<file path="src/rtl/imo_pkg.sv">
package imo_pkg;

  localparam int MAX_INTERVALS_DEF = 1024;
  localparam int POS_WIDTH_DEF     = 32;
  localparam int IN_POS_W          = 32;
  localparam int OVL_W             = 11;
  localparam int QUEUE_DEPTH       = 4;

  localparam logic [OVL_W-1:0] OVL_SAT = {OVL_W{1'b1}};

  typedef struct packed {
    logic store;
    logic drop;
    logic last;
  } op_ctl_t;

endpackage

</file>
<file path="src/rtl/imo_front.sv">
module imo_front #(
  parameter int MAX_INTERVALS = imo_pkg::MAX_INTERVALS_DEF,
  parameter int POS_WIDTH     = imo_pkg::POS_WIDTH_DEF
) (
  input  logic                         clk,
  input  logic                         rst_n,
  input  logic                         accept,
  input  logic [imo_pkg::IN_POS_W-1:0] in_start,
  input  logic [imo_pkg::IN_POS_W-1:0] in_end,
  input  logic                         in_last,
  output logic [POS_WIDTH-1:0]         op_start,
  output logic [POS_WIDTH-1:0]         op_end,
  output imo_pkg::op_ctl_t             op_ctl
);

  localparam int CW = $clog2(MAX_INTERVALS + 1);

  logic [CW-1:0] set_cnt_r;
  logic [CW-1:0] set_cnt_nxt;
  logic [63:0]   start_ext;
  logic [63:0]   end_ext;
  logic          room;

  assign start_ext = 64'(in_start);
  assign end_ext   = 64'(in_end);
  assign op_start  = start_ext[POS_WIDTH-1:0];
  assign op_end    = end_ext[POS_WIDTH-1:0];

  assign room         = (set_cnt_r < CW'(MAX_INTERVALS));
  assign op_ctl.store = room;
  assign op_ctl.drop  = !room;
  assign op_ctl.last  = in_last;

  always_comb begin
    set_cnt_nxt = set_cnt_r;
    if (accept) begin
      if (in_last) begin
        set_cnt_nxt = '0;
      end else if (room) begin
        set_cnt_nxt = set_cnt_r + CW'(1);
      end
    end
  end

  always_ff @(posedge clk) begin
    if (!rst_n) begin
      set_cnt_r <= '0;
    end else begin
      set_cnt_r <= set_cnt_nxt;
    end
  end

endmodule

</file>
<file path="config.mk">
export PLATFORM = sky130hd
export DESIGN_NAME = imo_front
export DESIGN_NICKNAME = d
export VERILOG_FILES = /design/src/rtl/imo_pkg.sv /design/src/rtl/imo_front.sv
export SDC_FILE = /design/constraint.sdc
export NUM_CORES = 1
export LEC_CHECK = 0
export ABC_AREA = 0
export BUFFER_PORTS_ARGS = -buffer_cell sky130_fd_sc_hd__buf_2
export CORE_MARGIN = 1
export CORE_UTILIZATION = 32
export DETAILED_ROUTE_END_ITERATION = 10
export PLACE_DENSITY = 0.79
export SLEW_MARGIN = 25
export SYNTH_ARGS = -nofsm -noshare
export SYNTH_HDL_FRONTEND = slang
export SYNTH_SLANG_ARGS = --single-unit
</file>
<file path="constraint.sdc">
create_clock -name clk -period 1.7 [get_ports clk]
set_clock_uncertainty 0.05 [all_clocks]
set_input_delay 0.17 -clock clk [delete_from_list [all_inputs] [get_ports clk]]
set_output_delay 0.17 -clock clk [all_outputs]
set_load 0.01 [all_outputs]
</file>
# --- After elaboration in Yosys (flattened, before gate mapping) ---
# Index checks and enable logic that the tools add are counted.
word_totals:
  register_bits: 11
  latchBits: 0
  ram_bits: 0
  mem_bits_ro: 0
  in_bits: 68
  output_inout_bits: 67
  wordCells: 8
  n_memories: 0
op_classes:
  n_addsub: 1
  multipliers: 0
  n_div: 0
  magnitude_cmp: 1
  n_eq_ne: 0
  shifts: 0
  mux: 2
  n_bitwise: 0
  reduce_logical: 3
op_table:
  columns: ["op", "n"]
  rows:
  - ["2-to-1 mux 11 bit", 2]
  - ["adder 11 x 1 -> 11 bit (second input constant)", 1]
  - ["less-than comparator 11 bit (second input constant)", 1]
  - ["AND reduction 2 bit", 1]
  - ["nonzero test 2 bit", 1]
  - ["logical NOT 1 bit", 1]

# --- Logic depth before layout (Yosys ltp) ---
logic_depth:
  word_depth: 3
  ltp_mapped: 5
  depth_no_buf: 5

# --- Least setup slack after synthesis ---
# OpenSTA, ideal clock, no wires.
synth_timing:
  path_type: "register -> register"
  from: "register set_cnt_r[4]"
  to: "register set_cnt_r[9]"
  setup_time_ns: 0.121
  t_arrival_ns: 1.074
  required_time_ns: 1.529
  setup_slack_ns: 0.455
  path_stages_with_launch: 5
  path_buffers: 0
  period_less_slack_ns: 1.245
  path_cell_list: "dfxtp_1 > and4_1 > and2_4 > nand4_2 > mux2_4"
synth_via:
  elab_chain_cells: 3
  elab_cells_between_ends: 6
  cone_classes: "add/sub (1); order compare (1); mux (2); reduce/logical (2)"
synth_rtl:
  columns: ["item", "line", "rtl"]
  rows:
  - ["start, declared", "imo_front.sv:18", "logic [CW-1:0] set_cnt_r;"]
  - ["start signal, assigned", "imo_front.sv:49", "set_cnt_r <= set_cnt_nxt;"]
  - ["adder 11 x 1 -> 11 bit / less-than comparator 11 bit (equally long branches)", "imo_front.sv:40, imo_front.sv:29", null]
  - ["2-to-1 mux 11 bit / nonzero test 2 bit (equally long branches)", null, null]
  - ["2-to-1 mux 11 bit / AND reduction 2 bit (equally long branches)", null, null]
# Several ways; a longest one is shown, not always the timed one. The select of a mux whose other input is x is not followed.
# A chain may end at the register's enable or synchronous reset.

# --- Final worst setup path ---
# Ends and elaborated chain as after synthesis.

==> qor.txt <==
Finished Cell Area - 645.6 sq um
Pleak - 0.2678 nW
Clk buf depth - 2
Layout area overhead - -39.08%
Root buffer cell - clkbuf_4
Post-Synth Adder-Cell Area - 0.01181
Worst path cell trace - and4_1 > and2_4 > nand4_2 > mux2_4
Max reg flops - 11
Routed wire length - 1407 um
Synth Register Bits - 11
Max-slew violation count - 0
CP Max Fanout - 5
Core area - 0.003103 sq mm
Slowest CP cell - dfxtp_1
Met1 GRT Util - 0.08804
Minimum clock period - 1.347 ns
Initial Util - 0.3415
Kind of critical path - flop to flop
Routed vias - 493
DRT Pass-1 Iters - 4
TNS Setup - 0 ns
Critical Path RT - 1.81 ns
Seq/Total Area, Yosys - 0.2078
First-pass GRT wire length - 2283 um
Register Area - 220.2 sq um
# IOs - 135
Syn_nets - 198
Slew headroom - 0.7774
Grt met2 use - 0.1140
Worst hold path depth - 2
CP peak stage delay - 0.40 ns
Compound-gate portion of the synthesized area - 0.02834
Fin nets - 140
Placed cell count - 110
Worst-path clk slew - 0.07 ns
# hold bufs at CTS - 0
Num CTS Buffers - 3
Placed inst area - 619.3 sq um
IO buf count - 6
Reg2Reg Depth - 4
Initial antenna violation count - 0
Hold Path End - set_cnt_r[1]
Final Hold Viols - 0
Post-CTS setup buffers - 0
Die ar. - 0.003546 sq mm
Hold_sp - rst_n
Max Freq - 742.6 MHz
Later-pin clock latency in the skew report - 0.26 ns
Most used routing layer - met2
Largest regs - set_cnt_r (11)
MaxCap Viol Count - 0
CP delay by family, top - simple AND/OR/NAND/NOR gates
FF-to-FF setup slack - 0.35 ns
CP Buf/Inv Count - 0
Drt initial violations - 12
Std-Cell Rows - 20
Commonest non-fill, non-tap cell in the layout - dfxtp_1
CTS tree - done
Resized Gates After CTS - 0
Commonest non-fill, non-tap cells in the layout - 11 x dfxtp_1, 10 x nor2_1, 6 x xor2_1, 6 x buf_2, 5 x nand4_1
Tcrit/Tclk final - 0.7921
Met3 usage - 0.04585
Run status - finished, final reports clean
Number of diodes - 0
Netlist Area Pre-Place - 0.001060 sq mm
Overall die height - 59.55 um
RR Endpoint - set_cnt_r[9]
Area taken by multi-input logic gates - 302.8 sq um
Clock sink count - 11
HPWL Detailed - 1054 um
Routability cong. - 0.8392
Peak supply drop - 384.7 uV
Avg Inst Size Synth - 8.215 sq um
Top reg by flops - set_cnt_r
YS warnings - 0
Tot GR Track Use - 0.08568
Hold Crit Class - input pin to flop
R2R Path Start - set_cnt_r[4]
Crit path DAT - 1.46 ns
GR Overflow Total - 0
Post-synthesis simple-gate area fraction - 0.1736
Ratio of cells with drive above 1 in the final layout - 0.2143
# H-tree levels - 1
Startpoint Class - flop
Cell Pwr Density - 728.1 mW/mm^2
Post-synthesis xor/xnor area fraction - 0.05785
Finish-stage setup viols - 0
Cells after Synth - 129
Post-route DRC - 0
DR WL/cell - 12.34 um
Endpoint class of the critical path - flop
RSZ-0062 raised after global routing - no
Layout Cells excl Fill - 114
Slew @ Worst Pin - 0.3339 ns
Mux cell area share after synthesis - 0.01417
Vias/cell - 4.325
Netlist cell types - 27
Post-route ant nets - 0
Largest net degree at the start of global routing - 12
Die Wd - 59.55 um
Main combinational cell family by area after synthesis - buffers and inverters
Layout fillers - 367
Vias in the first global route - 497
-- stage by stage --
stage / hold slack, ns / utilization / setup slack (ns) / power (W)
floorplan: 0.2482 / - / 0.4548 / 0.0004459
global placement: 0.2901 / 0.1996 / 0.3989 / 0.0002974
detailed placement: 0.2901 / 0.1996 / 0.3569 / 0.0002976
CTS: 0.1074 / 0.2081 / 0.3417 / 0.0004764
global route: 0.1277 / 0.2081 / 0.2433 / 0.0004890
finish: 0.1062 / 0.2081 / 0.3535 / 0.0004701
-- cells in the mapped netlist --
library cell,instances,area share
a21boi_1,1,0.0071
a21oi_1,2,0.0094
a22oi_1,1,0.0071
and2_2,1,0.0071
and2_4,1,0.0083
and3_1,2,0.012
and3_2,1,0.0071
and4_1,1,0.0083
and4_4,1,0.011
buf_4,67,0.47
buf_6,2,0.021
dfxtp_1,11,0.21
ha_1,1,0.012
inv_1,3,0.011
mux2_4,1,0.014
nand2_1,3,0.011
nand2b_1,1,0.0059
nand3_1,2,0.0094
nand3b_1,1,0.0071
nand4_1,5,0.030
nand4_2,1,0.012
nor2_1,10,0.035
nor2b_1,1,0.0059
nor3_1,1,0.0047
o21ai_0,1,0.0047
xnor2_1,1,0.0083
xor2_1,6,0.050
-- layer usage --
layer / up-vias / part of all wire
li1: 229 / -
met3: 16 / 0.15
met4: 0 / 0.056
met2: 34 / 0.42
met5: - / 0
met1: 214 / 0.38
-- kinds of logic after synthesis --
kind of cell | Yosys count
AND/OR/NAND/NOR | 32
adder cells (fa/ha/maj) | 1
multiplexers | 1
buffers and inverters | 72
AO/OA/AOI/OAI | 5
XOR/XNOR | 7
flip-flops | 11
-- power by group --
part / leakage, nW / internal, W / switching (W)
clock network: 0.0150 / 0.0000906 / 0.0000881
logic: 0.164 / 0.0000107 / 0.0000174
registers: 0.0888 / 0.000260 / 0.00000301
total: 0.268 / 0.000362 / 0.000108
-- how the worst max path moves through the flow --
stage / start / endpoint / depth (start not counted)
finish: set_cnt_r[4] / set_cnt_r[9] / 4
global route: set_cnt_r[0] / set_cnt_r[8] / 5
CTS: set_cnt_r[0] / set_cnt_r[8] / 5
detailed placement: set_cnt_r[4] / set_cnt_r[9] / 4
global placement: set_cnt_r[4] / set_cnt_r[9] / 4
floorplan: set_cnt_r[4] / set_cnt_r[9] / 4
-- worst register-to-register path, stage by stage (launching register included) --
cell and delay, ns:
dfxtp_1 0.40, and4_1 0.23, and2_4 0.16, nand4_2 0.10, mux2_4 0.31
-- area by class of cell --
cell class                 instances  area share
multi-input combinational         46      0.4690
clock buffer                       4     0.04070
inverter                           3     0.01744
sequential                        11      0.3411
tap                               44     0.08527
timing repair buffer               6     0.04651
No activity file was read; power rests on OpenSTA's default activity.
