$ cat src/rtl/imo_pkg.sv
package imo_pkg;

  localparam int MAX_INTERVALS_DEF = 1024;
  localparam int POS_WIDTH_DEF     = 32;
  localparam int IN_POS_W          = 32;
  localparam int OVL_W             = 11;
  localparam int QUEUE_DEPTH       = 4;

  localparam logic [OVL_W-1:0] OVL_SAT = {OVL_W{1'b1}};

  typedef struct packed {
    logic store;
    logic drop;
    logic last;
  } op_ctl_t;

endpackage

$ cat src/rtl/imo_queue.sv
module imo_queue #(
  parameter int POS_WIDTH = imo_pkg::POS_WIDTH_DEF
) (
  input  logic                 clk,
  input  logic                 rst_n,
  input  logic                 push,
  input  logic [POS_WIDTH-1:0] push_start,
  input  logic [POS_WIDTH-1:0] push_end,
  input  imo_pkg::op_ctl_t     push_ctl,
  input  logic                 pop,
  output logic [POS_WIDTH-1:0] pop_start,
  output logic [POS_WIDTH-1:0] pop_end,
  output imo_pkg::op_ctl_t     pop_ctl,
  output logic                 empty,
  output logic                 full
);

  localparam int D  = imo_pkg::QUEUE_DEPTH;
  localparam int PW = $clog2(D);
  localparam int NW = $clog2(D + 1);

  logic [POS_WIDTH-1:0] q_start_r [D];
  logic [POS_WIDTH-1:0] q_end_r   [D];
  imo_pkg::op_ctl_t     q_ctl_r   [D];
  logic [PW-1:0]        wr_ptr_r, wr_ptr_nxt;
  logic [PW-1:0]        rd_ptr_r, rd_ptr_nxt;
  logic [NW-1:0]        cnt_r, cnt_nxt;

  assign empty     = (cnt_r == '0);
  assign full      = (cnt_r == NW'(D));
  assign pop_start = q_start_r[rd_ptr_r];
  assign pop_end   = q_end_r[rd_ptr_r];
  assign pop_ctl   = q_ctl_r[rd_ptr_r];

  always_comb begin
    wr_ptr_nxt = push ? PW'(wr_ptr_r + PW'(1)) : wr_ptr_r;
    rd_ptr_nxt = pop  ? PW'(rd_ptr_r + PW'(1)) : rd_ptr_r;
    cnt_nxt    = cnt_r + NW'(push) - NW'(pop);
  end

  always_ff @(posedge clk) begin
    if (!rst_n) begin
      wr_ptr_r <= '0;
      rd_ptr_r <= '0;
      cnt_r    <= '0;
    end else begin
      wr_ptr_r <= wr_ptr_nxt;
      rd_ptr_r <= rd_ptr_nxt;
      cnt_r    <= cnt_nxt;
    end
  end

  always_ff @(posedge clk) begin
    if (push) begin
      q_start_r[wr_ptr_r] <= push_start;
      q_end_r[wr_ptr_r]   <= push_end;
      q_ctl_r[wr_ptr_r]   <= push_ctl;
    end
  end

endmodule

$ cat config.mk
export PLATFORM = sky130hd
export DESIGN_NAME = imo_queue
export DESIGN_NICKNAME = d
export VERILOG_FILES = /design/src/rtl/imo_pkg.sv /design/src/rtl/imo_queue.sv
export SDC_FILE = /design/constraint.sdc
export NUM_CORES = 1
export LEC_CHECK = 0
export BUFFER_PORTS_ARGS = -buffer_cell sky130_fd_sc_hd__buf_4
export CAP_MARGIN = 40
export CORE_MARGIN = 3
export CORE_UTILIZATION = 30
export DETAILED_ROUTE_END_ITERATION = 7
export GPL_TIMING_DRIVEN = 0
export PLACE_DENSITY_LB_ADDON = 0.1
export SLEW_MARGIN = 40
export SYNTH_ARGS = -nofsm -noshare
export SYNTH_HDL_FRONTEND = slang
export SYNTH_SLANG_ARGS = --single-unit
$ cat constraint.sdc
create_clock -name clk -period 2.8 [get_ports clk]
set_clock_uncertainty 0.2 [all_clocks]
set_input_delay 0.14 -clock clk [delete_from_list [all_inputs] [get_ports clk]]
set_output_delay 0.14 -clock clk [all_outputs]
set_load 0.02 [all_outputs]
* Word-level counts from Yosys, hierarchy flattened
Memories as Yosys holds them, arrays and structs flattened. A register that Yosys moved wholly into a read port is not among the register bits.
Index checks and enable logic that the tools add are counted.
** Storage, ports and cells
- Output and inout bits :: 69
- Logic and storage cells :: 20
- Bits in writable memories :: 268
- Memories kept :: 3
- Bits of input ports :: 71
- Register bits :: 7
** Memories
- q_end_r :: depth 4, width 32, rd ports 1, clocked after Yosys merged registers in 1, wr ports 1, RTL line imo_queue.sv:23 : logic [POS_WIDTH-1:0] q_end_r [D];
- q_start_r :: depth 4, width 32, rd ports 1, clocked after Yosys merged registers in 1, wr ports 1, RTL line imo_queue.sv:22 : logic [POS_WIDTH-1:0] q_start_r [D];
- q_ctl_r :: depth 4, width 3, rd ports 1, clocked after Yosys merged registers in 1, wr ports 1, RTL line imo_queue.sv:24 : imo_pkg::op_ctl_t q_ctl_r [D];
** Operators by class
- Mux-type cells :: 8
- Reduce and logical (&&, ||, !) cells :: 1
- $add $sub $neg :: 4
- Equality and inequality tests :: 1
** Operators by type and width (count)
- $mux 2 :: 6
- $add 2x1->2 const B :: 2
- $add 3x1->3 :: 1
- $eq 3x3->1 const B :: 1
- $logic_not 3->1 :: 1
- $sub 3x1->3 :: 1
- $mux 1 :: 2

* Longest topological paths before layout
- Depth after elaboration :: 3
- Gate-level depth with buffers :: 7
- Gate-level depth less buffers :: 7

* Worst setup path before layout
Ideal clock, no wire load.
- Kind :: reg2reg
- Start point :: register wr_ptr_r[0]
- End point :: memory q_ctl_r[0][0] (netlist bit) (enable)
- Period minus slack after synthesis :: 2747 ps
- Buffers on the path :: 0
- Data required time :: 2168 ps
- Arrival :: 2115 ps
- Stages on the path, launching flop included :: 4
- Setup slack :: 53 ps
- Setup time :: 432 ps
- Path through :: dfxtp_1 > inv_1 > ha_1 > and2_1
** RTL lines
- start, declared :: RTL line imo_queue.sv:25 : logic [PW-1:0] wr_ptr_r, wr_ptr_nxt;
- start signal, assigned :: RTL line imo_queue.sv:47 : wr_ptr_r <= wr_ptr_nxt;
- end, declared :: RTL line imo_queue.sv:24
Straight into the memory's write port.

==> results.rst <==
.. list-table::
   :header-rows: 1

   * - Metric
     - Value
   * - FF+latch count, synth
     - 277
   * - Final weighted congestion in routability-driven placement
     - 0.6991
   * - Arr. time, crit path
     - 2220 ps
   * - PwrDens
     - 722.9 nW/um^2
   * - Count of standard-cell rows
     - 66
   * - Maximum single-stage delay on the critical path
     - 420 ps
   * - Overall global routing resource usage
     - 11.56%
   * - TritonCTS Sinks
     - 277
   * - Cell-internal power
     - 7.591 mW
   * - Worst slew pin tran
     - 732.0 ps
   * - Count of final max-slew check failures
     - 0
   * - Comb pwr share
     - 13.1%
   * - Unrepaired setup endpoints after global routing
     - no
   * - Clock transition at the registers of the reported paths
     - 60 ps
   * - Via count normalized by instance count
     - 4.382
   * - Number of CTS-inserted buffers
     - 31
   * - Clk_lat worst skew
     - 550 ps
   * - Count of max-cap constraint violations
     - 0
   * - Most common cell on crit path
     - sky130_fd_sc_hd__buf_2
   * - TritonCTS clock tree
     - done
   * - Startpoint kind of the worst setup timing path
     - flip-flop
   * - Leak Pwr
     - 4.611 nW
   * - Most common library cell in the layout ignoring fill and taps
     - sky130_fd_sc_hd__edfxtp_1
   * - DR pass1 iterations
     - 4
   * - Fin nets
     - 723
   * - Hold wc startpoint
     - push_start[30]
   * - DRT iter0 DRCs
     - 223
   * - Post-synth design cell area
     - 10140 sq um
   * - Reg-to-reg critical path startpoint
     - cnt_r[0]
   * - Min Tclk post-route
     - 2556 ps
   * - Starting density of the core
     - 30.79%
   * - Proportion of power drawn by the clock network
     - 37.8%
   * - Cell chain of the critical path
     - buf_2, buf_2, mux4_2, buf_4
   * - Distinct cell type count after synthesis
     - 21
   * - Endpoint required time on the critical path
     - 2460 ps
   * - Post-Synthesis Net Count
     - 471
   * - Global-route wire length before repair
     - 32080 microns
   * - Outcome
     - finished, final reports clean
   * - Total global routing overflow
     - 0
   * - Worst path bufs/invs
     - 3
   * - Pin count of the biggest net entering global routing
     - 26
   * - Largest area contributor in the netlist
     - sky130_fd_sc_hd__edfxtp_1
   * - Buffer cell driving the clock tree root
     - sky130_fd_sc_hd__clkbuf_16
   * - Maximum buffer depth of the clock tree
     - 3
   * - Maximum clock frequency
     - 391.3 MHz
   * - Total power
     - 9.798 mW
   * - Die H
     - 189.9 microns
   * - Vias in the first global route
     - 5442
   * - Share of synthesized area occupied by flip-flops and latches
     - 81.11%
   * - Detailed placement HPWL
     - 12770 microns
   * - Final-report hold violation count
     - 0
   * - H-tree Lvls
     - 1
   * - Non-filler instance count after layout
     - 1107
   * - Count of inserted antenna diode cells
     - 0
   * - Share of final-layout standard cells stronger than drive strength 1
     - 40.30%
   * - Critical path class
     - flip-flop to primary output
   * - Total number of vias
     - 4851
   * - Worst IR Drop VDD
     - 0.0005335 V
   * - CORE AREA
     - 32950 sq um
   * - Area of the die
     - 36060 sq um
   * - Number of antenna violations at the first check in global routing
     - 0
   * - Category of the worst setup path capture point
     - primary output
   * - YS warnings
     - 0
   * - Most frequent cells in the layout
     - sky130_fd_sc_hd__edfxtp_1 (268), sky130_fd_sc_hd__buf_4 (142), sky130_fd_sc_hd__dlygate4sd3_1 (72)
   * - Util after Layout
     - 41.14%
   * - Cell types with the largest area share after synthesis
     - sky130_fd_sc_hd__edfxtp_1 (79%), sky130_fd_sc_hd__mux4_2 (15%), sky130_fd_sc_hd__dfxtp_1 (1.8%), sky130_fd_sc_hd__buf_12 (0.79%), sky130_fd_sc_hd__ha_1 (0.74%)
   * - Slowest CP cell
     - sky130_fd_sc_hd__dfxtp_1
   * - Switching power total
     - 2.207 mW
   * - Synth-to-layout area growth
     - 33.61%
   * - Proportion of netlist area held by the largest area contributor
     - 79.33%
   * - Number of filler cells placed in the layout
     - 2928
   * - Antenna violation net count after detailed routing
     - 0
   * - Final cycle utilization of the critical path
     - 91.27%
   * - Setup Viol. Count Final
     - 0
   * - Routed length per instance
     - 18.81 microns
   * - HP Class
     - input pin to flip-flop
   * - Cell total after placement
     - 982
   * - Routed WL
     - 20820 microns
   * - Sw Ratio
     - 22.53%
   * - Top-Level Pins
     - 140
   * - Post-cts repair resize count
     - 0
   * - Highest fanout seen on the critical path
     - 10
   * - Seq pwr share
     - 49.1%
   * - Die X-Extent
     - 189.9 microns
   * - Delay-heaviest family, CP
     - buffers and inverters
   * - Max_slew headroom
     - 51.20%
   * - Port bufs
     - 139
   * - Synth Instances
     - 393
   * - Residual DRC count
     - 0
   * - Avg Cell Area, Syn
     - 25.81 sq um
metrics by stage:
stage	hold slack (ps)	setup WS [ps]	instance area [sq um]	TNS, ps
2_1_floorplan	38.87	53.00	10140	0
3_3_place_gp	137.9	-1581	11740	-419220
3_5_place_dp	143.7	751.8	11910	0
4_1_cts	90.57	137.8	13550	0
5_1_grt	96.07	96.44	13550	0
6_report	131.5	244.4	13550	0
metal layers:
layer,GRT usage (%),up-vias,routed length (microns)
met5,0,-,0
met3,2.930,33,1174
met1,14.86,2514,8978
li1,-,2174,-
met4,2.872,0,481
met2,19.72,130,10190
timing repair:
item / in CTS / in global routing
buffers inserted: 0 / 0
hold buffers: 72 / 0
endpoints found under the hold margin: 277 / 0
Yosys cell counts (all sizes together):
library cell / number
a21bo: 1
a21oi: 1
and2: 6
and3: 1
buf: 15
dfxtp: 9
edfxtp: 268
fa: 1
ha: 6
inv: 7
mux2i: 1
mux4: 67
nand3b: 1
nor2: 5
nor3: 1
xnor2: 2
xor3: 1
worst paths after layout:
check	endpoint	slack [ps]	cells past startpoint
worst min-delay path	q_start_r[3][30]	130	2
worst max-delay path	pop_start[29]	240	4
worst min register to register	flip-flop	340	2
worst max register to register	cnt_r[1]	480	7
flip-flops by register name, indices dropped and copies added (netlist names), named ones only:
signal     flops
q_ctl_r       12
rd_ptr_r       2
wr_ptr_r       2
q_start_r    128
cnt_r          3
q_end_r      128
cell type report:
type                    count  area (sq um)  share of cell area (%)
plain buffers              15         145.1                   1.071
well taps                 442         553.0                   4.080
inverters                   7         26.28                  0.1939
clock inverters            15         120.1                  0.8862
clock buffers              38         802.0                   5.917
multi-input cells          94          1755                   12.95
repair buffers            219          1924                   14.20
flip-flops and latches    277          8228                   60.70
power by group through the flow:
stage                     combinational (mW)  sequential [mW]  clock, mW
after CTS                               1.32             4.82       3.86
after global placement                  1.17             4.92          0
after detailed placement                1.23             4.90          0
after global routing                    1.38             4.83       4.05
after floorplan                        0.680             4.90          0
final                                   1.28             4.81       3.71
cell families (layout without fill, tap and decap cells):
kind of cell    after synthesis  count (layout)  share of synthesized area (%)
buf+inv                      22             294                          1.690
mux                          68              68                          14.97
flops                       277             277                          81.11
xor+xnor                      3               3                         0.4070
simple gates                 14              14                         0.7401
compound gates                2               2                         0.1480
fa+ha+maj                     7               7                         0.9373
Power figures use the tool's default switching activity.
